## src/design/rfes_pkg.sv

```systemverilog
// Package for the RTC field to epoch seconds unit.
// Holds beat types, sequencer codes, calendar constants and tables.
// No dependencies.
package rfes_pkg;

  // Calendar constants.
  localparam logic [11:0] EPOCH_YEAR    = 12'd1970;
  localparam logic [11:0] BASE_YEAR     = 12'd2000;
  localparam logic [16:0] SECS_PER_DAY  = 17'd86400;
  localparam logic [16:0] SECS_PER_HOUR = 17'd3600;
  localparam logic [16:0] SECS_PER_MIN  = 17'd60;
  localparam logic [16:0] SECS_PER_SEC  = 17'd1;

  // Residues of the epoch year, used to seed the leap year counters.
  localparam logic [1:0] EPOCH_MOD4   = 2'd2;
  localparam logic [6:0] EPOCH_MOD100 = 7'd70;
  localparam logic [8:0] EPOCH_MOD400 = 9'd370;

  // Configuration register indexes.
  localparam logic CFG_BCD_MODE  = 1'b0;
  localparam logic CFG_TWELVE_HR = 1'b1;

  // Input beat: raw clock bytes.
  typedef struct packed {
    logic [7:0] raw_seconds;
    logic [7:0] raw_minutes;
    logic [7:0] raw_hours;
    logic [7:0] raw_monthday;
    logic [7:0] raw_month;
    logic [7:0] raw_year;
  } rfes_in_t;

  // Result beat.
  typedef struct packed {
    logic [31:0] epoch_seconds;
    logic        field_error;
  } rfes_out_t;

  // Decoded fields with the range checks that need no leap year.
  typedef struct packed {
    logic [7:0] sec;
    logic [7:0] min;
    logic [7:0] hr;
    logic [7:0] day;
    logic [3:0] mon_idx;
    logic       mon_ok;
    logic [7:0] yr;
    logic       err;
  } rfes_dec_t;

  // Sequencer states.
  typedef enum logic [3:0] {
    ST_IDLE,
    ST_YEARS,
    ST_DAY,
    ST_MUL_DAY,
    ST_MUL_HR,
    ST_MUL_MIN,
    ST_MUL_SEC,
    ST_LAST,
    ST_OUT
  } rfes_state_t;

  // Operations of the shared multiply and add unit.
  typedef enum logic [3:0] {
    OP_NONE,
    OP_LOAD,
    OP_YEAR,
    OP_MONTH,
    OP_DAY,
    OP_MUL_DAY,
    OP_MUL_HR,
    OP_MUL_MIN,
    OP_MUL_SEC,
    OP_LAST
  } rfes_op_t;

  typedef struct packed {
    rfes_op_t op;
  } rfes_ctrl_t;

  typedef struct packed {
    logic year_done;
  } rfes_stat_t;

  // Decode one byte, BCD or binary.
  function automatic logic [7:0] bcd_decode(input logic [7:0] b, input logic bcd);
    logic [7:0] hi;
    hi = {4'b0000, b[7:4]};
    if (bcd) begin
      return 8'((hi << 3) + (hi << 1) + {4'b0000, b[3:0]});
    end
    return b;
  endfunction

  // Days before the first of each month in a common year.
  function automatic logic [8:0] days_before_month(input logic [3:0] idx);
    case (idx)
      4'd0:    return 9'd0;
      4'd1:    return 9'd31;
      4'd2:    return 9'd59;
      4'd3:    return 9'd90;
      4'd4:    return 9'd120;
      4'd5:    return 9'd151;
      4'd6:    return 9'd181;
      4'd7:    return 9'd212;
      4'd8:    return 9'd243;
      4'd9:    return 9'd273;
      4'd10:   return 9'd304;
      4'd11:   return 9'd334;
      default: return 9'd0;
    endcase
  endfunction

  // Length of each month in a common year.
  function automatic logic [4:0] month_length(input logic [3:0] idx);
    case (idx)
      4'd1:              return 5'd28;
      4'd3, 4'd5, 4'd8,
      4'd10:             return 5'd30;
      default:           return 5'd31;
    endcase
  endfunction

endpackage

```

## src/design/rfes_decode.sv

```systemverilog
// Field decoder: BCD or binary bytes, 12-hour conversion, static range checks.
// Depends on rfes_pkg.
module rfes_decode import rfes_pkg::*; (
  input  rfes_in_t  fields,
  input  logic      bcd_mode,
  input  logic      twelve_hour_mode,
  output rfes_dec_t dec
);

  logic [7:0] hr_raw;
  logic [7:0] hr12;
  logic [7:0] mon;
  logic       hr12_bad;

  always_comb begin
    dec.sec = bcd_decode(fields.raw_seconds, bcd_mode);
    dec.min = bcd_decode(fields.raw_minutes, bcd_mode);
    dec.day = bcd_decode(fields.raw_monthday, bcd_mode);
    dec.yr  = bcd_decode(fields.raw_year, bcd_mode);
    mon     = bcd_decode(fields.raw_month, bcd_mode);

    // In 12-hour mode the PM flag is stripped before decoding.
    hr_raw   = bcd_decode({1'b0, fields.raw_hours[6:0]}, bcd_mode);
    hr12_bad = (hr_raw < 8'd1) || (hr_raw > 8'd12);
    hr12     = (hr_raw == 8'd12) ? 8'd0 : hr_raw;
    if (fields.raw_hours[7]) begin
      hr12 = hr12 + 8'd12;
    end

    if (twelve_hour_mode) begin
      dec.hr = hr12;
    end else begin
      dec.hr = bcd_decode(fields.raw_hours, bcd_mode);
    end

    dec.mon_ok  = (mon >= 8'd1) && (mon <= 8'd12);
    dec.mon_idx = 4'(mon - 8'd1);

    // The check of the day against the month length waits for the leap flag.
    dec.err = (twelve_hour_mode && hr12_bad) || (dec.sec > 8'd59) || (dec.min > 8'd59) ||
              (dec.hr > 8'd23) || (dec.yr > 8'd99) || !dec.mon_ok || (dec.day < 8'd1);
  end

endmodule

```

## src/design/rfes_datapath.sv

```systemverilog
// Datapath: year counters with leap tracking, one shared adder, one constant
// multiplier with a product register. Depends on rfes_pkg.
module rfes_datapath import rfes_pkg::*; (
  input  logic       clk,
  input  rfes_dec_t  dec,
  input  rfes_ctrl_t ctrl,
  output rfes_stat_t stat,
  output rfes_out_t  result
);

  rfes_dec_t   fld;
  logic [11:0] full_year;
  logic [11:0] year;
  logic [1:0]  y4;
  logic [6:0]  y100;
  logic [8:0]  y400;
  logic [31:0] acc;
  logic [31:0] prod;
  logic        err;

  logic        leap;
  logic [8:0]  month_add;
  logic [4:0]  mlen;
  logic [8:0]  day_m1;
  logic [31:0] add_a;
  logic [31:0] add_b;
  logic [31:0] sum;
  logic [31:0] mul_a;
  logic [16:0] mul_b;
  logic [48:0] mul_p;

  // Leap flag of the year counter.
  assign leap = (y4 == 2'd0) && ((y100 != 7'd0) || (y400 == 9'd0));

  assign stat.year_done = (year == full_year);

  // Month offset and month length, valid once the counter reaches the target year.
  always_comb begin
    month_add = 9'd0;
    mlen      = 5'd31;
    if (fld.mon_ok) begin
      month_add = days_before_month(fld.mon_idx);
      if ((fld.mon_idx > 4'd1) && leap) begin
        month_add = month_add + 9'd1;
      end
      mlen = month_length(fld.mon_idx);
      if ((fld.mon_idx == 4'd1) && leap) begin
        mlen = 5'd29;
      end
    end
  end

  // Day of month minus one, negative for day zero.
  assign day_m1 = {1'b0, fld.day} - 9'd1;

  // Shared adder operand selection.
  always_comb begin
    add_a = acc;
    add_b = 32'd0;
    case (ctrl.op)
      OP_YEAR:    add_b = leap ? 32'd366 : 32'd365;
      OP_MONTH:   add_b = {23'd0, month_add};
      OP_DAY:     add_b = {{23{day_m1[8]}}, day_m1};
      OP_MUL_HR:  begin
        add_a = 32'd0;
        add_b = prod;
      end
      OP_MUL_MIN,
      OP_MUL_SEC,
      OP_LAST:    add_b = prod;
      default:    add_b = 32'd0;
    endcase
  end

  assign sum = add_a + add_b;

  // Constant multiplier operand selection.
  always_comb begin
    mul_a = 32'd0;
    mul_b = SECS_PER_SEC;
    case (ctrl.op)
      OP_MUL_DAY: begin
        mul_a = acc;
        mul_b = SECS_PER_DAY;
      end
      OP_MUL_HR:  begin
        mul_a = {24'd0, fld.hr};
        mul_b = SECS_PER_HOUR;
      end
      OP_MUL_MIN: begin
        mul_a = {24'd0, fld.min};
        mul_b = SECS_PER_MIN;
      end
      OP_MUL_SEC: begin
        mul_a = {24'd0, fld.sec};
        mul_b = SECS_PER_SEC;
      end
      default:    mul_a = 32'd0;
    endcase
  end

  assign mul_p = {17'd0, mul_a} * {32'd0, mul_b};

  // Work registers load at accept, prod before first use; none needs reset.
  always_ff @(posedge clk) begin
    case (ctrl.op)
      OP_LOAD: begin
        fld       <= dec;
        err       <= dec.err;
        full_year <= BASE_YEAR + {4'd0, dec.yr};
        year      <= EPOCH_YEAR;
        y4        <= EPOCH_MOD4;
        y100      <= EPOCH_MOD100;
        y400      <= EPOCH_MOD400;
        acc       <= 32'd0;
      end
      OP_YEAR: begin
        acc  <= sum;
        year <= year + 12'd1;
        y4   <= y4 + 2'd1;
        y100 <= (y100 == 7'd99) ? 7'd0 : y100 + 7'd1;
        y400 <= (y400 == 9'd399) ? 9'd0 : y400 + 9'd1;
      end
      OP_MONTH: begin
        acc <= sum;
        if ({3'd0, fld.day} > {6'd0, mlen}) begin
          err <= 1'b1;
        end
      end
      OP_DAY: begin
        acc <= sum;
      end
      OP_MUL_DAY: begin
        prod <= mul_p[31:0];
      end
      OP_MUL_HR, OP_MUL_MIN, OP_MUL_SEC: begin
        acc  <= sum;
        prod <= mul_p[31:0];
      end
      OP_LAST: begin
        acc <= sum;
      end
      default: begin
      end
    endcase
  end

  assign result.epoch_seconds = acc;
  assign result.field_error   = err;

endmodule

```

## src/design/rfes_ctrl.sv

```systemverilog
// Sequencer: walks the year loop and the scaling steps of the shared unit.
// Depends on rfes_pkg.
module rfes_ctrl import rfes_pkg::*; (
  input  logic       clk,
  input  logic       rst,
  input  logic       start,
  input  rfes_stat_t stat,
  output rfes_ctrl_t ctrl,
  output logic       busy,
  output logic       done
);

  rfes_state_t state;
  rfes_state_t state_next;

  // State register.
  always_ff @(posedge clk) begin
    if (rst) begin
      state <= ST_IDLE;
    end else begin
      state <= state_next;
    end
  end

  // Next state and the operation of the shared unit.
  always_comb begin
    state_next = state;
    ctrl.op    = OP_NONE;
    busy       = 1'b1;
    done       = 1'b0;
    case (state)
      ST_IDLE: begin
        busy = 1'b0;
        if (start) begin
          ctrl.op    = OP_LOAD;
          state_next = ST_YEARS;
        end
      end
      ST_YEARS: begin
        // The month step runs once the counter sits on the target year.
        if (stat.year_done) begin
          ctrl.op    = OP_MONTH;
          state_next = ST_DAY;
        end else begin
          ctrl.op = OP_YEAR;
        end
      end
      ST_DAY: begin
        ctrl.op    = OP_DAY;
        state_next = ST_MUL_DAY;
      end
      ST_MUL_DAY: begin
        ctrl.op    = OP_MUL_DAY;
        state_next = ST_MUL_HR;
      end
      ST_MUL_HR: begin
        ctrl.op    = OP_MUL_HR;
        state_next = ST_MUL_MIN;
      end
      ST_MUL_MIN: begin
        ctrl.op    = OP_MUL_MIN;
        state_next = ST_MUL_SEC;
      end
      ST_MUL_SEC: begin
        ctrl.op    = OP_MUL_SEC;
        state_next = ST_LAST;
      end
      ST_LAST: begin
        ctrl.op    = OP_LAST;
        state_next = ST_OUT;
      end
      ST_OUT: begin
        done       = 1'b1;
        state_next = ST_IDLE;
      end
      default: begin
        state_next = ST_IDLE;
      end
    endcase
  end

endmodule

```

## src/design/rtc_fields_to_epoch_seconds_unit.sv

```systemverilog
// Top level of the RTC field to epoch seconds unit.
// Instantiates rfes_decode, rfes_ctrl and rfes_datapath; depends on rfes_pkg.
//
// Usage:
//   A command beat is taken on fields at a rising edge with start high and
//   busy low. The unit then stays busy and, when finished, shows one result
//   beat on result with done high for exactly one cycle; the receiver must
//   take it then, as there is no back pressure.
//   The year loop adds one year per cycle from 1970 to the year before
//   2000 plus the decoded year byte, and so sets how long a command takes;
//   the scaling steps after it use one constant multiplier and the same
//   adder. The result beat is taken at the edge that ends done, and the
//   next command is taken once the unit is back in idle, so a new command
//   is not taken while one is in flight.
//   Configuration: cfg_write with cfg_index and cfg_data writes bcd_mode
//   (index 0) or twelve_hour_mode (index 1); the user must write it only
//   while the unit is idle, as the block itself does not enforce this.
//   Reset: rst is synchronous; it returns the sequencer to idle and sets
//   bcd_mode to 1 and twelve_hour_mode to 0.
module rtc_fields_to_epoch_seconds_unit import rfes_pkg::*; (
  input  logic      clk,
  input  logic      rst,
  input  logic      start,
  output logic      busy,
  input  rfes_in_t  fields,
  output logic      done,
  output rfes_out_t result,
  input  logic      cfg_write,
  input  logic      cfg_index,
  input  logic      cfg_data
);

  logic       bcd_mode;
  logic       twelve_hour_mode;
  rfes_dec_t  dec;
  rfes_ctrl_t ctrl;
  rfes_stat_t stat;

  // Configuration registers.
  always_ff @(posedge clk) begin
    if (rst) begin
      bcd_mode         <= 1'b1;
      twelve_hour_mode <= 1'b0;
    end else if (cfg_write) begin
      case (cfg_index)
        CFG_BCD_MODE:  bcd_mode         <= cfg_data;
        CFG_TWELVE_HR: twelve_hour_mode <= cfg_data;
        default:       bcd_mode         <= bcd_mode;
      endcase
    end
  end

  rfes_decode u_decode (
    .fields           (fields),
    .bcd_mode         (bcd_mode),
    .twelve_hour_mode (twelve_hour_mode),
    .dec              (dec)
  );

  rfes_ctrl u_ctrl (
    .clk   (clk),
    .rst   (rst),
    .start (start),
    .stat  (stat),
    .ctrl  (ctrl),
    .busy  (busy),
    .done  (done)
  );

  rfes_datapath u_datapath (
    .clk    (clk),
    .dec    (dec),
    .ctrl   (ctrl),
    .stat   (stat),
    .result (result)
  );

endmodule

```

## config.mk

```make
export PLATFORM = sky130hd
export DESIGN_NAME = rtc_fields_to_epoch_seconds_unit
export DESIGN_NICKNAME = d
export VERILOG_FILES = /design/src/design/rfes_pkg.sv /design/src/design/rfes_decode.sv /design/src/design/rfes_datapath.sv /design/src/design/rfes_ctrl.sv /design/src/design/rtc_fields_to_epoch_seconds_unit.sv
export SDC_FILE = /design/constraint.sdc
export NUM_CORES = 1
export LEC_CHECK = 0
export BUFFER_PORTS_ARGS = -buffer_cell sky130_fd_sc_hd__buf_4
export CAP_MARGIN = 20
export CORE_MARGIN = 4
export CORE_UTILIZATION = 35
export DETAILED_ROUTE_END_ITERATION = 10
export PLACE_DENSITY = 0.58
export SYNTH_ARGS = -nofsm -noshare
export SYNTH_HDL_FRONTEND = slang
export SYNTH_SLANG_ARGS = --single-unit
```

## constraint.sdc

```tcl
create_clock -name clk -period 11.4 [get_ports clk]
set_input_delay 0.57 -clock clk [delete_from_list [all_inputs] [get_ports clk]]
set_output_delay 0.57 -clock clk [all_outputs]
set_load 0.05 [all_outputs]
```

==> results.md, run 1 <==
- Clock Skew: 13.0 ps
- Data required, critical path: 11570 ps
- Fin. Hold Viols: 0
- GRT Total Usage: 15.6%
- Largest net degree at the start of global routing: 57
- NetSw: 1.99 mW
- Post-synth EDFFs: 143
- CTS Buf Count: 17
- R2r endpoint: u_datapath.prod[30]
- Critical path class: flip-flop to flip-flop
- Commonest non-fill, non-tap cell in the layout: inv_1
- Crit path buf inv count: 4
- Distinct cell type count after synthesis: 68
- GP Congestion: 0.897
- Crit share post-route: 62.3%
- Unrepaired setup endpoints after global routing: false
- Async SR Flop Fraction: 0%
- Vias: 14300
- Largest delay share family, worst path: adder cells
- Fmax achieved: 141 MHz
- Post-DP HPWL: 39.0 mm
- Area grow syn2layout: 13.4%
- Clk sinks: 158
- Run status: finished clean
- Fraction of layout cells with a size suffix above 1: 7.76%
- CP dominant cell by count: fa_1
- Internal: 2.33 mW
- Transition time of the tightest slew-check pin: 1050 ps
- Origin of the critical flop-to-flop path: u_ctrl.state[3]
- Vias in the first global route: 15000
- Die H: 247 um
- Nets: 2759
- Clock input transition at the sequential cells of the worst setup and hold paths: 60 ps
- Die Area: 61200 um^2
- Share of the synthesized area in the top cell type: 24.2%
- CTS H-Tree Depth: 4
- R2r worst-path depth: 23
- Leakage Power: 11.0 nW
- Core area: 56500 um^2
- Top Ports: 89
- Worst Setup Start Kind: flip-flop
- First-pass GRT wire length: 76.1 mm
- Std-Cell Rows: 87
- CP Capture Type: flip-flop
- YS warnings: 0
- Mapped Cells: 1996
- Initial DRC count: 690
- Port Buffers: 88
- Number of setup buffers added after CTS: 0
- Worst Path Arrival: 7270 ps
- Largest fanout on the critical path: 13
- Post-Syn Area: 20000 um^2
- Longest Clk Path Bufs: 2
- Critical path origin: u_ctrl.state[3]
- Crit-path cells: nand2b_1 -> nor2_1 -> nand2_1 -> inv_1 -> nor2_1 -> fa_1 -> fa_1 -> fa_1 -> fa_1 -> inv_1 -> fa_1 -> inv_1 -> fa_1 -> inv_1 -> ha_1 -> a21oi_1 -> and3b_1 -> o21a_1 -> o311a_1 -> o31ai_1 -> a31oi_1 -> mux2i_1 -> o2111ai_1
- Routed len/inst: 15.6 um
- Most area-consuming cells after synthesis: fa_1 24%, edfxtp_1 21%, ha_1 15%
- Hold buffer count at CTS: 0
- Initial Util: 35.5%
- Maxcap violations: 0
- Vias per cell: 4.77
- Worst skew pair latency: 450 ps
- Rel. slew slack: 30.1%
- Total wire length: 46.5 mm
- Final Max Tran Viols: 0
- Count of state elements after synthesis: 158
- Syn Area/Cell: 10.0 um^2
- Clock Power Share: 13.2%
- Initial antenna violation count: 0
- Hold WS: 316 ps
- CTS resizes: 0
- Clock period minus worst slack: 7100 ps
- CP endpoint: u_datapath.prod[30]
- Maximum VDD drop: 185 uV
- Pwr/cell area: 190 nW/um^2
- Pre-antenna DRT Iters: 5
- Primary FF master, synth: edfxtp_1
- FF-to-FF setup slack: 4300 ps
- Setup-failing EPs final: 0
- DIE WIDTH: 247 um
- Drt drc: 0
- Sw frac: 46.1%
- Clk root buf: clkbuf_16
- Sequential area share after synthesis: 22.9%
- Slowest CP cell: fa_1
- Global route total overflow: 0
- Slowest stage delay, CP: 560 ps
- CP Depth: 23
- Setup TNS: 0 ps
- Yosys top cell by area: fa_1
- CTS tree: built
- Sequential power share: 21.7%
- Worst Hold Launch: fields[0]
- Leading cell types in the layout, fill and taps excluded: 397 x inv_1, 247 x ha_1, 242 x fa_1, 143 x edfxtp_1, 139 x conb_1
- Hold Path Class: input port to flip-flop
- Post-route ant nets: 0
- Combinational share of power: 65.1%
==> how the worst min path moves through the flow <==
| stage | to | slack [ps] | cells past startpoint |
|---|---|---|---|
| after floorplan | u_datapath.prod[0] | 500 | 1 |
| after global placement | u_datapath.prod[0] | 550 | 1 |
| after detailed placement | u_datapath.prod[0] | 530 | 1 |
| after CTS | u_datapath.full_year[0] | 290 | 1 |
| after global routing | u_datapath.full_year[0] | 300 | 1 |
| final | u_datapath.full_year[0] | 320 | 1 |
==> kinds of logic (layout without fill, tap and decap cells) <==
group                    Yosys count  after routing  share of synthesized area, %
buffers and inverters            431            527                          8.16
flip-flops                       158            158                          22.9
adder cells (fa/ha/maj)          489            489                          39.6
multiplexers                      33             33                          1.79
other                              2            140                        0.0375
AO/OA/AOI/OAI                    300            300                          9.87
XOR/XNOR                         124            124                          5.42
AND/OR/NAND/NOR                  459            459                          12.2
==> layer usage <==
| layer | wire length (um) | track usage [%] |
|---|---|---|
| met1 | 21000 | 20.4 |
| met2 | 23200 | 27.8 |
| met3 | 1550 | 1.76 |
| met4 | 826 | 3.83 |
| met5 | 0 | 0 |
==> power by group through the flow <==
stage	Clock (mW)	Combinational, mW	Sequential [mW]
6_report	0.570	2.81	0.938
5_1_grt	0.612	3.17	0.948
4_1_cts	0.585	2.80	0.939
3_5_place_dp	0	2.75	0.950
3_3_place_gp	0	2.72	0.951
2_1_floorplan	0	2.02	0.989
==> cells in the mapped netlist (5+ instances only) <==
master,number
inv_1,398
ha_1,247
fa_1,242
edfxtp_1,143
nor2_1,92
and2_1,83
xnor2_1,78
nand2_1,75
a21oi_1,73
o21ai_0,58
a21o_1,56
xor2_1,46
nor3_1,38
nand3_1,31
and3_1,25
clkbuf_1,24
mux2_2,23
nand2b_1,22
nor2b_1,21
a211oi_1,16
dfxtp_1,15
o21a_1,14
nor4_1,11
o211ai_1,11
mux2i_1,10
nand4_1,10
nor3b_1,10
a31oi_1,9
o31ai_1,9
or2_2,7
o31a_1,6
buf_2,5
nand3b_1,5
or3_1,5
==> sequential cells by signal (all words and copies together) (netlist names), named ones only <==
register,count
u_datapath.acc,32
u_datapath.fld,37
twelve_hour_mode,1
u_datapath.year,12
u_datapath.y100,7
u_datapath.err,1
bcd_mode,1
u_datapath.y4,2
u_datapath.y400,9
u_ctrl.state,4
u_datapath.full_year,11
u_datapath.prod,32
==> layout make-up <==
cell class / instances / area, um^2
Sequential cell: 158 / 4600
Clock inverter: 12 / 93.8
Clock buffer: 20 / 500
Multi-Input combinational cell: 1544 / 14300
Timing Repair Buffer: 97 / 748
Antenna cell: 1 / 2.50
Fill cell: 5496 / 33800
Tap cell: 756 / 946
Inverter: 398 / 1490
==> through the flow <==
stage	power, mW	utilization (%)	area [um^2]	setup slack [ps]	instances
after floorplan	3.01	-	20600	4910	2133
after global placement	3.67	39.1	22100	4430	2952
after detailed placement	3.70	39.1	22100	4330	2952
after CTS	4.32	40.2	22700	4310	2984
after global routing	4.73	40.2	22700	3770	2985
final	4.32	40.2	22700	4300	2986
Power figures use the tool's default switching activity.
==> inputs of run 2 (changes only) <==
--- a/config.mk
+++ b/config.mk
@@ -10,7 +10,7 @@
 export CORE_MARGIN = 4
 export CORE_UTILIZATION = 35
 export DETAILED_ROUTE_END_ITERATION = 10
-export PLACE_DENSITY = 0.58
+export PLACE_DENSITY = 0.6
 export SYNTH_ARGS = -nofsm -noshare
 export SYNTH_HDL_FRONTEND = slang
 export SYNTH_SLANG_ARGS = --single-unit
==> constraint.sdc (replaced) <==
create_clock -name clk -period 6.45 [get_ports clk]
set_input_delay 0.3225 -clock clk [delete_from_list [all_inputs] [get_ports clk]]
set_output_delay 0.3225 -clock clk [all_outputs]
set_load 0.05 [all_outputs]
==> run 2 against run 1 <==
Compared with the run above:
- clock power up 98%
- power up 86%
- global-route usage up 0.50 points
- wire length up 2.5%
- core utilization up 1.3 points
- sequential power up 77%
- combinational power up 87%
- via count up 2.0%
- largest cell class unchanged
- largest power group unchanged
==> results.md, run 2 (same netlist as run 1, synthesis figures left out) <==
- R2r endpoint: u_datapath.prod[31]
- GP Congestion: 0.893
- Pre-antenna DRT Iters: 5
- Drt drc: 0
- Setup-failing EPs final: 0
- Slowest stage delay, CP: 550 ps
- Sw frac: 44.6%
- Longest Clk Path Bufs: 2
- Std-Cell Rows: 87
- Critical path origin: u_ctrl.state[3]
- NetSw: 3.58 mW
- Initial Util: 35.5%
- Clock input transition at the sequential cells of the worst setup and hold paths: 70 ps
- Worst Hold End: u_datapath.full_year[0]
- Leakage Power: 11.3 nW
- Crit-path cells: buf_4 -> nor3_4 -> buf_6 -> and2_1 -> ha_1 -> inv_1 -> fa_1 -> inv_1 -> fa_1 -> fa_1 -> fa_1 -> inv_1 -> fa_1 -> inv_1 -> ha_2 -> a21o_1 -> a21o_1 -> nand2b_1 -> o211ai_1 -> a21oi_1 -> or4_1 -> nand4_1
- Area grow syn2layout: 17.0%
- Vias in the first global route: 15200
- Most flops, register: u_datapath.fld
- Post-DP HPWL: 40.1 mm
- Slowest CP cell: fa_1
- Worst Hold Launch: fields[0]
- FF-to-FF setup slack: 280 ps
- Post-route design area: 23500 um^2
- CTS H-Tree Depth: 4
- CTS tree: built
- Worst Setup Start Kind: flip-flop
- Post-route ant nets: 0
- Clock period minus worst slack: 6170 ps
- Initial DRC count: 766
- CTS Buf Count: 17
- Fin. Hold Viols: 0
- Hold Path Class: input port to flip-flop
- Worst Path Arrival: 6490 ps
- Maximum VDD drop: 347 uV
- CP dominant cell by count: fa_1
- Top flop regs: u_datapath.fld: 37 flops, u_datapath.acc: 32 flops, u_datapath.prod: 32 flops
- Clock Power Share: 14.0%
- Initial antenna violation count: 1
- Clock Skew: 15.2 ps
- Setup TNS: 0 ps
- Die H: 247 um
- Global route total overflow: 0
- Run status: finished clean
- Critical path class: flip-flop to flip-flop
- Origin of the critical flop-to-flop path: u_ctrl.state[3]
- Worst skew pair latency: 450 ps
- Pwr/cell area: 342 nW/um^2
- Data required, critical path: 6770 ps
- Top Ports: 89
- Crit share post-route: 95.6%
- First-pass GRT wire length: 78.8 mm
- Max FFs per register: 37
- Vias: 14500
- Port Buffers: 88
- GRT Total Usage: 16.1%
- Leading cell types in the layout, fill and taps excluded: 395 x inv_1, 239 x fa_1, 237 x ha_1, 154 x buf_4, 143 x edfxtp_1
- Largest fanout on the critical path: 8
- Post-DP Area: 22500 um^2
- R2r worst-path depth: 22
- DIE WIDTH: 247 um
- CP Capture Type: flip-flop
- Fmax achieved: 162 MHz
- Die Area: 61200 um^2
- Core area: 56500 um^2
- Fraction of layout cells with a size suffix above 1: 12.5%
- Crit path buf inv count: 6
- Rel. slew slack: 31.1%
- Maxcap violations: 0
- Final Max Tran Viols: 0
- Largest delay share family, worst path: adder cells
- Transition time of the tightest slew-check pin: 1030 ps
- Clk sinks: 158
- Largest net degree at the start of global routing: 39
- Internal: 4.45 mW
- Clk root buf: clkbuf_16
- Combinational share of power: 65.3%
- Commonest non-fill, non-tap cell in the layout: inv_1
- Hold buffer count at CTS: 0
- Routed len/inst: 15.7 um
- Worst Hold Path Cells: 1
- Sequential power share: 20.6%
- Total wire length: 47.7 mm
- Nets: 2819
- Vias per cell: 4.77
[run 2: routing by layer]
| layer | vias up | global-route usage [%] | share of wire, % |
|---|---|---|---|
| met4 | 2 | 4.15 | 1.8 |
| li1 | 7070 | - | - |
| met2 | 236 | 27.3 | 48 |
| met5 | - | 0 | 0.015 |
| met1 | 7178 | 21.9 | 46 |
| met3 | 51 | 2.19 | 3.8 |
[run 2: layout make-up]
| type | instances | area, um^2 |
|---|---|---|
| multi-input cells | 1544 | 14600 |
| fillers | 5512 | 33000 |
| diodes | 2 | 5.00 |
| clock buffers | 17 | 425 |
| flip-flops and latches | 158 | 4610 |
| clock inverters | 15 | 216 |
| well taps | 756 | 946 |
| repair buffers | 157 | 1200 |
| inverters | 398 | 1490 |
[run 2: worst max-delay path by stage]
stage	endpoint	slack, ps	cells past startpoint
after global placement	u_datapath.prod[31]	10	22
after detailed placement	u_datapath.prod[31]	0.7	22
final	u_datapath.prod[31]	280	22
after global routing	u_datapath.prod[31]	-1	23
after floorplan	u_datapath.prod[31]	30	23
after CTS	u_datapath.prod[31]	-30	25
[run 2: timing repair]
action	in CTS	in global routing
setup endpoints to repair	2	11
resized for setup	4	65
setup buffers	0	6
pin swaps	1	24
[run 2: worst register-to-register path: cells and delay by family, from the launching register on]
kind | cells | cell delay [ps]
flip-flops | 1 | 330
adder cells (fa/ha/maj) | 7 | 3190
AO/OA/AOI/OAI | 4 | 730
AND/OR/NAND/NOR | 5 | 1290
buffers and inverters | 6 | 530
[run 2: per-stage QoR]
step	worst slack [ps]	hold WS, ps	instances	total power, mW	util, %
floorplan	26.2	392	2133	5.34	-
global placement	12.8	517	3006	6.62	39.9
detailed placement	0.670	519	3006	6.67	39.9
CTS	-34.9	40.5	3038	7.88	41.0
global route	-1.46	51.8	3045	8.81	41.5
finish	282	63.6	3047	8.03	41.5
[run 2: power by group through the flow]
stage	logic, mW	registers [mW]	clock network (mW)
5_1_grt	5.95	1.67	1.19
4_1_cts	5.08	1.65	1.15
3_5_place_dp	5.00	1.67	0
3_3_place_gp	4.95	1.67	0
2_1_floorplan	3.59	1.75	0
6_report	5.25	1.66	1.13
==> inputs of run 3 (changes only) <==
--- a/config.mk
+++ b/config.mk
@@ -8,9 +8,10 @@
 export BUFFER_PORTS_ARGS = -buffer_cell sky130_fd_sc_hd__buf_4
 export CAP_MARGIN = 20
 export CORE_MARGIN = 4
-export CORE_UTILIZATION = 35
+export CORE_UTILIZATION = 42
 export DETAILED_ROUTE_END_ITERATION = 10
-export PLACE_DENSITY = 0.6
+export PLACE_DENSITY = 0.68
+export REMOVE_ABC_BUFFERS = 1
 export SYNTH_ARGS = -nofsm -noshare
 export SYNTH_HDL_FRONTEND = slang
 export SYNTH_SLANG_ARGS = --single-unit
==> constraint.sdc (replaced) <==
create_clock -name clk -period 6.45 [get_ports clk]
set_input_delay 0.3225 -clock clk [delete_from_list [all_inputs] [get_ports clk]]
set_output_delay 0.3225 -clock clk [all_outputs]
set_load 0.005 [all_outputs]
==> run 3 against run 2 <==
Compared with the run above:
- hold slack lost 2.7 ps
- die area shrank 16%
- cell area shrank 0.35%
- combinational power is essentially flat
- critical path type unchanged
- critical endpoint unchanged
- largest cell class unchanged
- largest power group unchanged
==> results.md, run 3 (same netlist as run 1, synthesis figures left out) <==
- Crit-path cells: buf_4 -> nand2b_4 -> nor2_2 -> and2_4 -> or4_4 -> o21ai_2 -> ha_1 -> fa_1 -> fa_2 -> fa_1 -> fa_1 -> inv_2 -> fa_1 -> inv_2 -> ha_4 -> a21o_1 -> a21o_1 -> a21o_1 -> nand2b_4 -> o211ai_1 -> a21oi_2 -> or4_4 -> nand4_1
- Total wire length: 46.2 mm
- Fraction of layout cells with a size suffix above 1: 13.5%
- Commonest non-fill, non-tap cell in the layout: inv_1
- Crit share post-route: 97.8%
- Max FFs per register: 37
- Sequential power share: 20.9%
- CP dominant cell by count: fa_1
- Most flops, register: u_datapath.fld
- Post-route ant nets: 0
- Worst Hold Launch: fields[40]
- Final Max Tran Viols: 0
- NetSw: 3.49 mW
- Worst Setup Start Kind: flip-flop
- Initial DRC count: 739
- Power Total: 7.90 mW
- Hold WS: 60.9 ps
- CTS Buf Count: 17
- # diodes: 0
- Fin. Hold Viols: 0
- Critical path class: flip-flop to flip-flop
- Post-DP HPWL: 38.4 mm
- Clock period minus worst slack: 6310 ps
- Worst Path Arrival: 6610 ps
- Slowest CP cell: or4_4
- Data required, critical path: 6760 ps
- Core area: 46900 um^2
- Sw frac: 44.2%
- Pwr/cell area: 338 nW/um^2
- Std-Cell Rows: 79
- Initial antenna violation count: 1
- Fmax achieved: 159 MHz
- Leakage Power: 11.3 nW
- Maximum VDD drop: 374 uV
- Drt drc: 0
- Slowest stage delay, CP: 560 ps
- GP Congestion: 0.882
- Post-route design area: 23400 um^2
- Pre-antenna DRT Iters: 5
- Clock Skew: 11.3 ps
- Setup-failing EPs final: 0
- Top Ports: 89
- Post-DP Area: 22300 um^2
- Maxcap violations: 0
- Largest fanout on the critical path: 4
- Area grow syn2layout: 16.6%
- Transition time of the tightest slew-check pin: 794 ps
- Longest Clk Path Bufs: 2
- Largest net degree at the start of global routing: 51
- Die H: 226 um
- Global route total overflow: 0
- GRT Total Usage: 18.3%
- Clk sinks: 158
- Die Area: 51300 um^2
- Clk root buf: clkbuf_16
- Combinational share of power: 66.1%
- Vias: 14800
- CTS H-Tree Depth: 4
- Hold buffer count at CTS: 0
- Initial Util: 42.8%
- Clock input transition at the sequential cells of the worst setup and hold paths: 70 ps
- DIE WIDTH: 226 um
- Vias per cell: 5.08
- Vias in the first global route: 15300
- Leading cell types in the layout, fill and taps excluded: 392 x inv_1, 239 x ha_1, 235 x fa_1, 163 x buf_4, 143 x edfxtp_1
- Rel. slew slack: 47.0%
- Run status: finished clean
- CTS tree: built
- Routed len/inst: 15.9 um
- Nets: 2833
- CP Capture Type: flip-flop
- First-pass GRT wire length: 75.3 mm
- Hold Path Class: input port to flip-flop
- Clock Power Share: 13.0%
- Critical path origin: u_ctrl.state[2]
- Worst skew pair latency: 450 ps
- Internal: 4.41 mW
- Top flop regs: u_datapath.fld: 37 flops, u_datapath.acc: 32 flops, u_datapath.prod: 32 flops
- Origin of the critical flop-to-flop path: u_ctrl.state[2]
- Port Buffers: 88
run 3: cell count changes in the layout (fill, tap and decap cells not counted), sizes merged:
cell	delta
diode	-2
inv	+1
bufinv	-3
buf	+14
clkinv	+2
run 3: metrics by stage:
step                setup TNS (ps)  setup slack, ps  instances  util (%)
floorplan                    -8380             -983       2100         -
global placement                 0             46.1       2854      47.6
detailed placement            -223             -100       2854      47.6
CTS                          -69.7            -69.7       2886      48.9
global route                 -48.7            -34.7       2910      49.9
finish                           0              144       2910      49.9
run 3: critical path, delay by kind of cell, from the launching register on:
family,cells,cell delay (ps)
adders and majority gates,7,2950
buffers and inverters,3,230
DFF,1,330
and+or+nand+nor,7,1580
AOI/OAI and AO/OA,6,1080
run 3: final timing paths:
| check | to | slack [ps] | cells after the start |
|---|---|---|---|
| worst min register to register | u_datapath.prod[0] | 530 | 1 |
| worst min-delay path | u_datapath.fld[38] | 60 | 1 |
| worst max register to register | u_datapath.prod[31] | 140 | 23 |
| worst max-delay path | u_datapath.prod[31] | 140 | 23 |
run 3: layout make-up:
| class | instances | area (um^2) |
|---|---|---|
| clock inverter | 15 | 169 |
| multi-input combinational | 1544 | 14600 |
| clock buffer | 17 | 425 |
| timing repair buffer | 171 | 1330 |
| tap | 607 | 759 |
| inverter | 398 | 1490 |
| sequential | 158 | 4610 |
| fill | 4340 | 23500 |
run 3: layer usage:
| layer | wire length, um | GRT usage (%) |
|---|---|---|
| met1 | 19900 | 23.5 |
| met2 | 22900 | 32.0 |
| met3 | 2320 | 3.02 |
| met4 | 1110 | 5.44 |
| met5 | 13 | 0 |
run 3: what timing repair did:
item,in CTS,in global routing
pin swaps,0,29
cloned,0,2
gates resized for setup,2,81
endpoints found under the setup margin,5,10
buffers inserted,0,21
run 3: power by group through the flow:
| stage | Combinational (mW) | Clock (mW) | Sequential (mW) |
|---|---|---|---|
| 2_1_floorplan | 3.56 | 0 | 1.61 |
| 3_3_place_gp | 4.70 | 0 | 1.67 |
| 3_5_place_dp | 4.79 | 0 | 1.67 |
| 4_1_cts | 4.87 | 1.05 | 1.65 |
| 5_1_grt | 5.91 | 1.08 | 1.67 |
| 6_report | 5.22 | 1.02 | 1.65 |
